`src/hdl/owbm_pkg.sv`:
```
// Shared types and constants for the one-wire bus master.
package owbm_pkg;

   // Most bits one write or read transaction may move
   localparam int unsigned MAX_BITS = 8;

   // Request action codes
   localparam logic [1:0] ACT_TICK  = 2'd0;
   localparam logic [1:0] ACT_RESET = 2'd1;
   localparam logic [1:0] ACT_WRITE = 2'd2;
   localparam logic [1:0] ACT_READ  = 2'd3;

   // Response status codes
   localparam logic [1:0] ST_OK       = 2'd0;
   localparam logic [1:0] ST_TOO_MANY = 2'd1;
   localparam logic [1:0] ST_FAULT    = 2'd2;
   localparam logic [1:0] ST_BUSY     = 2'd3;

   // Control register indexes
   localparam logic [2:0] CSR_RESET_LOW  = 3'd0;
   localparam logic [2:0] CSR_SLOT       = 3'd1;
   localparam logic [2:0] CSR_ONE_LOW    = 3'd2;
   localparam logic [2:0] CSR_ZERO_LOW   = 3'd3;
   localparam logic [2:0] CSR_SAMPLE     = 3'd4;
   localparam logic [2:0] CSR_IDLE_WIN   = 3'd5;
   localparam logic [2:0] CSR_FAULT_TIME = 3'd6;

   localparam int unsigned CSR_DATA_W = 20;

   // Register values after reset
   localparam logic [9:0]  RST_RESET_LOW  = 10'd480;
   localparam logic [7:0]  RST_SLOT       = 8'd75;
   localparam logic [7:0]  RST_ONE_LOW    = 8'd2;
   localparam logic [7:0]  RST_ZERO_LOW   = 8'd65;
   localparam logic [7:0]  RST_SAMPLE     = 8'd13;
   localparam logic [9:0]  RST_IDLE_WIN   = 10'd540;
   localparam logic [19:0] RST_FAULT_TIME = 20'd100000;

   // Bus timing settings handed from the register file to the engine
   typedef struct packed {
      logic [9:0]  reset_low_ticks;
      logic [7:0]  slot_ticks;
      logic [7:0]  one_low_ticks;
      logic [7:0]  zero_low_ticks;
      logic [7:0]  sample_ticks;
      logic [9:0]  idle_window_ticks;
      logic [19:0] fault_timeout_ticks;
   } cfg_type;

   // Engine phase, one-hot
   typedef enum logic [4:0] {
      PH_IDLE  = 5'b00001,
      PH_RLOW  = 5'b00010,
      PH_RWAIT = 5'b00100,
      PH_WRITE = 5'b01000,
      PH_READ  = 5'b10000
   } phase_type;

endpackage

```
`src/hdl/one_wire_bus_master_unit.sv`:
```
// One-wire bus master: per-tick bus engine with a registered response.
//
//   channel  | ports            | direction | transaction
//   req      | req_valid/ready  | in        | one 1 us tick: action, bit count, byte, line level
//   rsp      | rsp_valid/ready  | out       | one per req: drive, busy, done, presence, data, status
//   csr      | csr_we           | in        | timing register write, no wait
//
// Each req transaction is worked in the cycle it is accepted and its response
// lands in the output register on that edge: one transaction per cycle while the output register is not stalled.
// The output register is the only stall point: req_ready drops only while a
// response is held and rsp_ready is low. Synchronous active-high reset clears
// the engine to idle and loads the default timing; no clearing pass.
module one_wire_bus_master_unit (
   input  logic                               clock,
   input  logic                               reset,
   // request channel
   input  logic                               req_valid,
   output logic                               req_ready,
   input  logic [1:0]                         req_action,
   input  logic [3:0]                         req_bit_count,
   input  logic [7:0]                         req_write_byte,
   input  logic                               req_line_level,
   // response channel
   output logic                               rsp_valid,
   input  logic                               rsp_ready,
   output logic                               rsp_drive_low,
   output logic                               rsp_busy_res,
   output logic                               rsp_done_res,
   output logic                               rsp_presence,
   output logic [7:0]                         rsp_rx_byte,
   output logic [1:0]                         rsp_status,
   // control registers
   input  logic                               csr_we,
   input  logic [2:0]                         csr_index,
   input  logic [owbm_pkg::CSR_DATA_W-1:0]    csr_wdata
);
   import owbm_pkg::*;

   cfg_type cfg;

   // engine state
   phase_type   phase_ff,     phase_in;
   logic [19:0] tick_ff,      tick_in;
   logic [3:0]  bit_index_ff, bit_index_in;
   logic [3:0]  bits_total_ff, bits_total_in;
   logic [7:0]  shift_ff,     shift_in;
   logic        seen_high_ff, seen_high_in;
   logic        presence_ff,  presence_in;
   logic [7:0]  read_hold_ff, read_hold_in;

   // response register
   logic        rsp_valid_ff;
   logic        drive_ff,  drive_in;
   logic        busy_ff,   busy_in;
   logic        done_ff,   done_in;
   logic [1:0]  status_ff, status_in;

   logic        accept;
   logic        reject;
   logic [1:0]  st;
   logic [20:0] next_tick;
   logic [7:0]  low_ticks;
   logic [3:0]  bit_inc;

   owbm_csr u_csr (
      .clock     (clock),
      .reset     (reset),
      .csr_we    (csr_we),
      .csr_index (csr_index),
      .csr_wdata (csr_wdata),
      .cfg       (cfg)
   );

   assign req_ready = !rsp_valid_ff || rsp_ready;
   assign accept    = req_valid && req_ready;

   // One tick of bus work: start decode, then the phase step
   always_comb begin
      phase_in      = phase_ff;
      tick_in       = tick_ff;
      bit_index_in  = bit_index_ff;
      bits_total_in = bits_total_ff;
      shift_in      = shift_ff;
      seen_high_in  = seen_high_ff;
      presence_in   = presence_ff;
      read_hold_in  = read_hold_ff;
      drive_in      = 1'b0;
      done_in       = 1'b0;
      reject        = 1'b0;
      st            = ST_OK;
      low_ticks     = 8'd0;
      bit_inc       = bit_index_ff + 4'd1;

      // command decode, only when idle
      if (phase_ff == PH_IDLE) begin
         if (req_action == ACT_RESET) begin
            presence_in  = 1'b0;
            seen_high_in = 1'b0;
            tick_in      = 20'd0;
            phase_in     = PH_RLOW;
         end else if (req_action == ACT_WRITE || req_action == ACT_READ) begin
            if (req_bit_count > 4'(MAX_BITS)) begin
               done_in = 1'b1;
               st      = ST_TOO_MANY;
            end else if (req_bit_count == 4'd0) begin
               done_in = 1'b1;
               if (req_action == ACT_READ) begin
                  read_hold_in = 8'd0;
               end
            end else begin
               bits_total_in = req_bit_count;
               bit_index_in  = 4'd0;
               shift_in      = (req_action == ACT_WRITE) ? req_write_byte : 8'd0;
               tick_in       = 20'd0;
               seen_high_in  = 1'b0;
               phase_in      = (req_action == ACT_WRITE) ? PH_WRITE : PH_READ;
            end
         end
      end else if (req_action != ACT_TICK) begin
         reject = 1'b1;
      end

      next_tick = {1'b0, tick_in} + 21'd1;
      bit_inc   = bit_index_in + 4'd1;

      // phase step for this tick
      unique case (phase_in)
         PH_IDLE: begin
         end
         PH_RLOW: begin
            drive_in = 1'b1;
            if (next_tick >= 21'(cfg.reset_low_ticks)) begin
               phase_in     = PH_RWAIT;
               tick_in      = 20'd0;
               seen_high_in = 1'b0;
            end else begin
               tick_in = next_tick[19:0];
            end
         end
         PH_RWAIT: begin
            // high then low again inside the window means presence
            if (req_line_level) begin
               seen_high_in = 1'b1;
            end else if (seen_high_in) begin
               presence_in = 1'b1;
            end
            if (seen_high_in && next_tick >= 21'(cfg.idle_window_ticks)) begin
               phase_in = PH_IDLE;
               done_in  = 1'b1;
            end else if (!seen_high_in &&
                         next_tick >= 21'(cfg.fault_timeout_ticks)) begin
               phase_in    = PH_IDLE;
               presence_in = 1'b0;
               done_in     = 1'b1;
               st          = ST_FAULT;
            end else begin
               tick_in = next_tick[19:0];
            end
         end
         PH_WRITE: begin
            low_ticks = shift_in[0] ? cfg.one_low_ticks : cfg.zero_low_ticks;
            drive_in  = (tick_in < 20'(low_ticks));
            if (next_tick >= 21'(cfg.slot_ticks)) begin
               shift_in     = {1'b0, shift_in[7:1]};
               bit_index_in = bit_inc;
               tick_in      = 20'd0;
               if (bit_inc >= bits_total_in) begin
                  phase_in = PH_IDLE;
                  done_in  = 1'b1;
               end
            end else begin
               tick_in = next_tick[19:0];
            end
         end
         PH_READ: begin
            low_ticks = cfg.one_low_ticks;
            drive_in  = (tick_in < 20'(low_ticks));
            if (!drive_in && req_line_level && tick_in < 20'(cfg.sample_ticks)) begin
               seen_high_in = 1'b1;
            end
            if (next_tick >= 21'(cfg.slot_ticks)) begin
               // shift in from the top, right-align at the end
               shift_in     = {seen_high_in, shift_in[7:1]};
               seen_high_in = 1'b0;
               bit_index_in = bit_inc;
               tick_in      = 20'd0;
               if (bit_inc >= bits_total_in) begin
                  phase_in     = PH_IDLE;
                  done_in      = 1'b1;
                  read_hold_in = shift_in >> (3'(4'd8 - bits_total_in));
               end
            end else begin
               tick_in = next_tick[19:0];
            end
         end
         default: begin
            phase_in = PH_IDLE;
         end
      endcase

      busy_in   = (phase_in != PH_IDLE);
      status_in = done_in ? st : (reject ? ST_BUSY : ST_OK);
   end

   // engine state, advanced once per accepted transaction
   always_ff @(posedge clock) begin
      if (reset) begin
         phase_ff      <= PH_IDLE;
         tick_ff       <= 20'd0;
         bit_index_ff  <= 4'd0;
         bits_total_ff <= 4'd0;
         shift_ff      <= 8'd0;
         seen_high_ff  <= 1'b0;
         presence_ff   <= 1'b0;
         read_hold_ff  <= 8'd0;
      end else if (accept) begin
         phase_ff      <= phase_in;
         tick_ff       <= tick_in;
         bit_index_ff  <= bit_index_in;
         bits_total_ff <= bits_total_in;
         shift_ff      <= shift_in;
         seen_high_ff  <= seen_high_in;
         presence_ff   <= presence_in;
         read_hold_ff  <= read_hold_in;
      end
   end

   // response valid
   always_ff @(posedge clock) begin
      if (reset) begin
         rsp_valid_ff <= 1'b0;
      end else if (accept) begin
         rsp_valid_ff <= 1'b1;
      end else if (rsp_ready) begin
         rsp_valid_ff <= 1'b0;
      end
   end

   // response payload
   always_ff @(posedge clock) begin
      if (accept) begin
         drive_ff  <= drive_in;
         busy_ff   <= busy_in;
         done_ff   <= done_in;
         status_ff <= status_in;
      end
   end

   assign rsp_valid     = rsp_valid_ff;
   assign rsp_drive_low = drive_ff;
   assign rsp_busy_res  = busy_ff;
   assign rsp_done_res  = done_ff;
   assign rsp_presence  = presence_ff;
   assign rsp_rx_byte   = read_hold_ff;
   assign rsp_status    = status_ff;

endmodule

```
`src/hdl/owbm_csr.sv`:
```
// Timing register file for the one-wire bus master.
module owbm_csr (
   input  logic                               clock,
   input  logic                               reset,
   input  logic                               csr_we,
   input  logic [2:0]                         csr_index,
   input  logic [owbm_pkg::CSR_DATA_W-1:0]    csr_wdata,
   output owbm_pkg::cfg_type                  cfg
);
   import owbm_pkg::*;

   cfg_type cfg_ff;
   cfg_type cfg_in;

   // Decode a write into the addressed field; unknown indexes are dropped
   always_comb begin
      cfg_in = cfg_ff;
      if (csr_we) begin
         unique case (csr_index)
            CSR_RESET_LOW:  cfg_in.reset_low_ticks     = csr_wdata[9:0];
            CSR_SLOT:       cfg_in.slot_ticks          = csr_wdata[7:0];
            CSR_ONE_LOW:    cfg_in.one_low_ticks       = csr_wdata[7:0];
            CSR_ZERO_LOW:   cfg_in.zero_low_ticks      = csr_wdata[7:0];
            CSR_SAMPLE:     cfg_in.sample_ticks        = csr_wdata[7:0];
            CSR_IDLE_WIN:   cfg_in.idle_window_ticks   = csr_wdata[9:0];
            CSR_FAULT_TIME: cfg_in.fault_timeout_ticks = csr_wdata[19:0];
            default:        cfg_in = cfg_ff;
         endcase
      end
   end

   always_ff @(posedge clock) begin
      if (reset) begin
         cfg_ff.reset_low_ticks     <= RST_RESET_LOW;
         cfg_ff.slot_ticks          <= RST_SLOT;
         cfg_ff.one_low_ticks       <= RST_ONE_LOW;
         cfg_ff.zero_low_ticks      <= RST_ZERO_LOW;
         cfg_ff.sample_ticks        <= RST_SAMPLE;
         cfg_ff.idle_window_ticks   <= RST_IDLE_WIN;
         cfg_ff.fault_timeout_ticks <= RST_FAULT_TIME;
      end else begin
         cfg_ff <= cfg_in;
      end
   end

   assign cfg = cfg_ff;

endmodule
```
`config.mk`:
```
export PLATFORM = sky130hd
export DESIGN_NAME = one_wire_bus_master_unit
export DESIGN_NICKNAME = d
export VERILOG_FILES = /design/src/hdl/owbm_pkg.sv /design/src/hdl/one_wire_bus_master_unit.sv /design/src/hdl/owbm_csr.sv
export SDC_FILE = /design/constraint.sdc
export NUM_CORES = 1
export LEC_CHECK = 0
export BUFFER_PORTS_ARGS = -buffer_cell sky130_fd_sc_hd__buf_2
export CAP_MARGIN = 10
export CELL_PAD_IN_SITES_DETAIL_PLACEMENT = 1
export CELL_PAD_IN_SITES_GLOBAL_PLACEMENT = 1
export CORE_AREA = 4 4 169 139
export CTS_CLUSTER_DIAMETER = 200
export CTS_CLUSTER_SIZE = 12
export DETAILED_ROUTE_END_ITERATION = 10
export DIE_AREA = 0 0 173 143
export GPL_TIMING_DRIVEN = 0
export PLACE_DENSITY_LB_ADDON = 0.08
export SLEW_MARGIN = 10
export SYNTH_ARGS = -nofsm -noshare
export SYNTH_HDL_FRONTEND = slang
export SYNTH_SLANG_ARGS = --single-unit
```
`constraint.sdc`:
```
create_clock -name clock -period 9.82 [get_ports clock]
set_input_delay 0 -clock clock [delete_from_list [all_inputs] [get_ports clock]]
set_output_delay 0 -clock clock [all_outputs]
set_load 0.01 [all_outputs]
```
==> run metrics <==
status finished, final reports clean; end of the critical path rsp_done_res; share of the synthesized area in the top cell type 28.9%; clock-pin transition on the worst setup and hold timing paths 0.06 ns; fraction of layout cells with a size suffix above 1 10.9%; Setup crit end kind flip-flop; initial antenna violation count 0; Period Utilization, post-route 73.2%; Die ar. 24700 um^2; first-pass GRT wire length 50.4 mm; Crit. Startpoint req_bit_count[2]; Slew HR 10.5%; final antenna diode count 0; crit start category input pin; core area 21900 um^2; Synth cell types 90; WP data arrival 7.33 ns; global placement routability congestion 0.884; Vias 8666; R2R Setup Slk 2.79 ns; ys flop type dfxtp_1; die width 173 um; EDFF count, synth 5; worst reg2reg startpoint phase_ff[1]; CTS HTree Levels 4; Syn. warnings 0; # clock sinks 129; P_int 1080 uW; max-slew violations 0; RSZ-0062 raised after global routing no; # hold bufs at CTS 26; CP max stage cell a21oi_1; Comb power frac 16.2%; final wirelength 31.8 mm; shortest period the worst path allows 7.19 ns; endpoints failing hold 0; WP data required 9.96 ns; Setup violations, final 0; Setup Skew 0.00964 ns; worst slack, placed 2.85 ns; largest net degree at the start of global routing 17; Global Route Usage Sum 26.1%; final worst slack 2.63 ns; post-CTS sizing 0; Area Growth Syn to Fin 18.0%; Cell Chain, Critical Path dlygate4sd3_1 > buf_2 > nor4_2 > o21ai_0 > nand2_1 > clkbuf_1 > clkbuf_1 > and2_1 > ha_1 > nand3_1 > clkbuf_1 > or3_1 > a21oi_1 > ha_1 > a21o_1 > a221o_1 > o21ai_0 > a211oi_1 > o31ai_2 > a21oi_4 > o211a_1 > buf_6 > nor2_1 > o21ai_0; Worst path max stage delay 0.56 ns; Flop pwr share 36.2%; global route hottest layer met2; worst-case clock buffer depth 2; R2R cell count 22; WL per Instance 21.0 um; Worst Path Max Fanout 10; post-synthesis async set-or-reset flop share 0%; RR Endpoint rsp_done_res; Layout Nets 1335; vias in the first global route 8864; IO Pins 59; Reg area 2630 um^2; met2 Use GR 41.0%; number of vias per cell 5.73; Psw 440 uW; PD cells 150 nW/um^2; port bufs 55; met1 usage 37.5%; syn nets 1234; commonest non-fill, non-tap cells in the layout nand2_1 (188), dfxtp_1 (124), a21oi_1 (103); met3 usage 4.31%; initial core utilization 39.1%; Rows 49; DRC Markers 0; sequential share of the synthesized area 30.7%; Post-Syn Area 8580 um^2; clk root buf clkbuf_16; clock insertion delay at the later pin of the skew report 0.43 ns; setup tns final 0 ns; Pre-Repair DR Iteration Count 5; synth top area cells dfxtp_1 (29%), ha_1 (10%), nand2_1 (8.2%); Peak VDD IR 0.122 mV; Sw Share 29.0%; Syn Area/Cell 7.67 um^2; Critical Setup Path Class in -> reg; DP Wirelength 23.6 mm; Lkg Pwr 0.00411 uW; Synth area leader dfxtp_1; GRT overflow 0; Fill cells 2747; Worst Max-Slew Pin Slew 1.33 ns; Post-Synthesis Cells 1119; Post-CTS Setup Bufs 0; most common cell after layout, fill and taps aside nand2_1; CTS tree yes; Die Ht 143 um; Max Clock Freq 139 MHz; min-delay worst type in -> reg; Starting DRT DRC Count 551; Yosys reg bits 129; Clock Power Share 47.5%; post-detailed-route count of antenna-violating nets 0; max cap viols 0; CTS buffer count 17; footprint of the multi-input gates 5410 um^2
[flip-flops by register name, indices dropped and copies added, names as in the netlist]
signal,count
rsp_valid,1
rsp_drive_low,1
tick_ff,20
rsp_presence,1
seen_high_ff,1
phase_ff,5
rsp_busy_res,1
rsp_done_res,1
rsp_rx_byte,8
shift_ff,8
bits_total_ff,4
u_csr.cfg,72
bit_index_ff,4
rsp_status,2
[critical path: cells and delay by family]
family                   cells  cell delay (ns)
AND/OR/NAND/NOR              6             1.82
AO/OA/AOI/OAI               10             2.68
adder cells (fa/ha/maj)      2             0.72
buffers and inverters        6             2.10
[kinds of logic after synthesis]
| group | after synthesis | synth area share (%) |
|---|---|---|
| AO/OA/AOI/OAI | 304 | 24.2 |
| XOR/XNOR | 21 | 2.14 |
| adder cells (fa/ha/maj) | 72 | 10.5 |
| buffers and inverters | 135 | 6.37 |
| flip-flops | 129 | 30.7 |
| multiplexers | 14 | 1.68 |
| AND/OR/NAND/NOR | 444 | 24.5 |
[metal layers]
metal / vias up / share of wire (%)
met5: - / 0
met1: 4254 / 51
li1: 4183 / -
met3: 38 / 4.6
met2: 191 / 43
met4: 0 / 1.6
[power by group through the flow]
| stage | combinational, uW | sequential, uW | clock, uW |
|---|---|---|---|
| 2_1_floorplan | 147 | 560 | 0 |
| 3_3_place_gp | 230 | 561 | 0 |
| 3_5_place_dp | 233 | 562 | 0 |
| 4_1_cts | 243 | 550 | 730 |
| 5_1_grt | 270 | 552 | 757 |
| 6_report | 246 | 550 | 722 |
[worst min-delay path by stage]
| stage | endpoint | slack [ns] | cells past startpoint | from |
|---|---|---|---|---|
| after detailed placement | u_csr.cfg[15] | 0.23 | 3 | csr_wdata[15] |
| after global routing | u_csr.cfg[59] | 0.08 | 5 | csr_we |
| after CTS | u_csr.cfg[59] | 0.03 | 5 | csr_we |
| final | u_csr.cfg[59] | 0.05 | 5 | csr_we |
| after floorplan | u_csr.cfg[38] | 0.12 | 2 | csr_wdata[0] |
| after global placement | u_csr.cfg[15] | 0.23 | 3 | csr_wdata[15] |
[final cells by class]
| type | count | share of cell area, % |
|---|---|---|
| inverters | 79 | 2.93 |
| repair buffers | 82 | 5.36 |
| multi-input cells | 855 | 53.4 |
| well taps | 280 | 3.46 |
| clock buffers | 18 | 4.34 |
| clock inverters | 13 | 2.06 |
| flip-flops and latches | 129 | 26.0 |
| plain buffers | 56 | 2.47 |
[stage by stage]
step | util [%] | instance area, um^2 | instances | total power (uW) | hold slack, ns
after floorplan | - | 8580 | 1119 | 707 | 0.124
after global placement | 42.0 | 9210 | 1454 | 791 | 0.225
after detailed placement | 42.0 | 9220 | 1455 | 795 | 0.230
after CTS | 46.2 | 10100 | 1512 | 1520 | 0.0348
after global routing | 46.2 | 10100 | 1512 | 1580 | 0.0795
final | 46.2 | 10100 | 1512 | 1520 | 0.0485
[synth_stat cells, types with 14 or more instances]
library cell  number
inv_1             77
dfxtp_1          124
clkbuf_1          43
nor2_1            90
o211ai_1          29
a21oi_1          103
a21o_1            14
nand2_1          188
o21ai_0           39
nand3_1           32
nor3_1            25
ha_1              72
nand4_1           16
No activity file was read; power rests on OpenSTA's default activity.
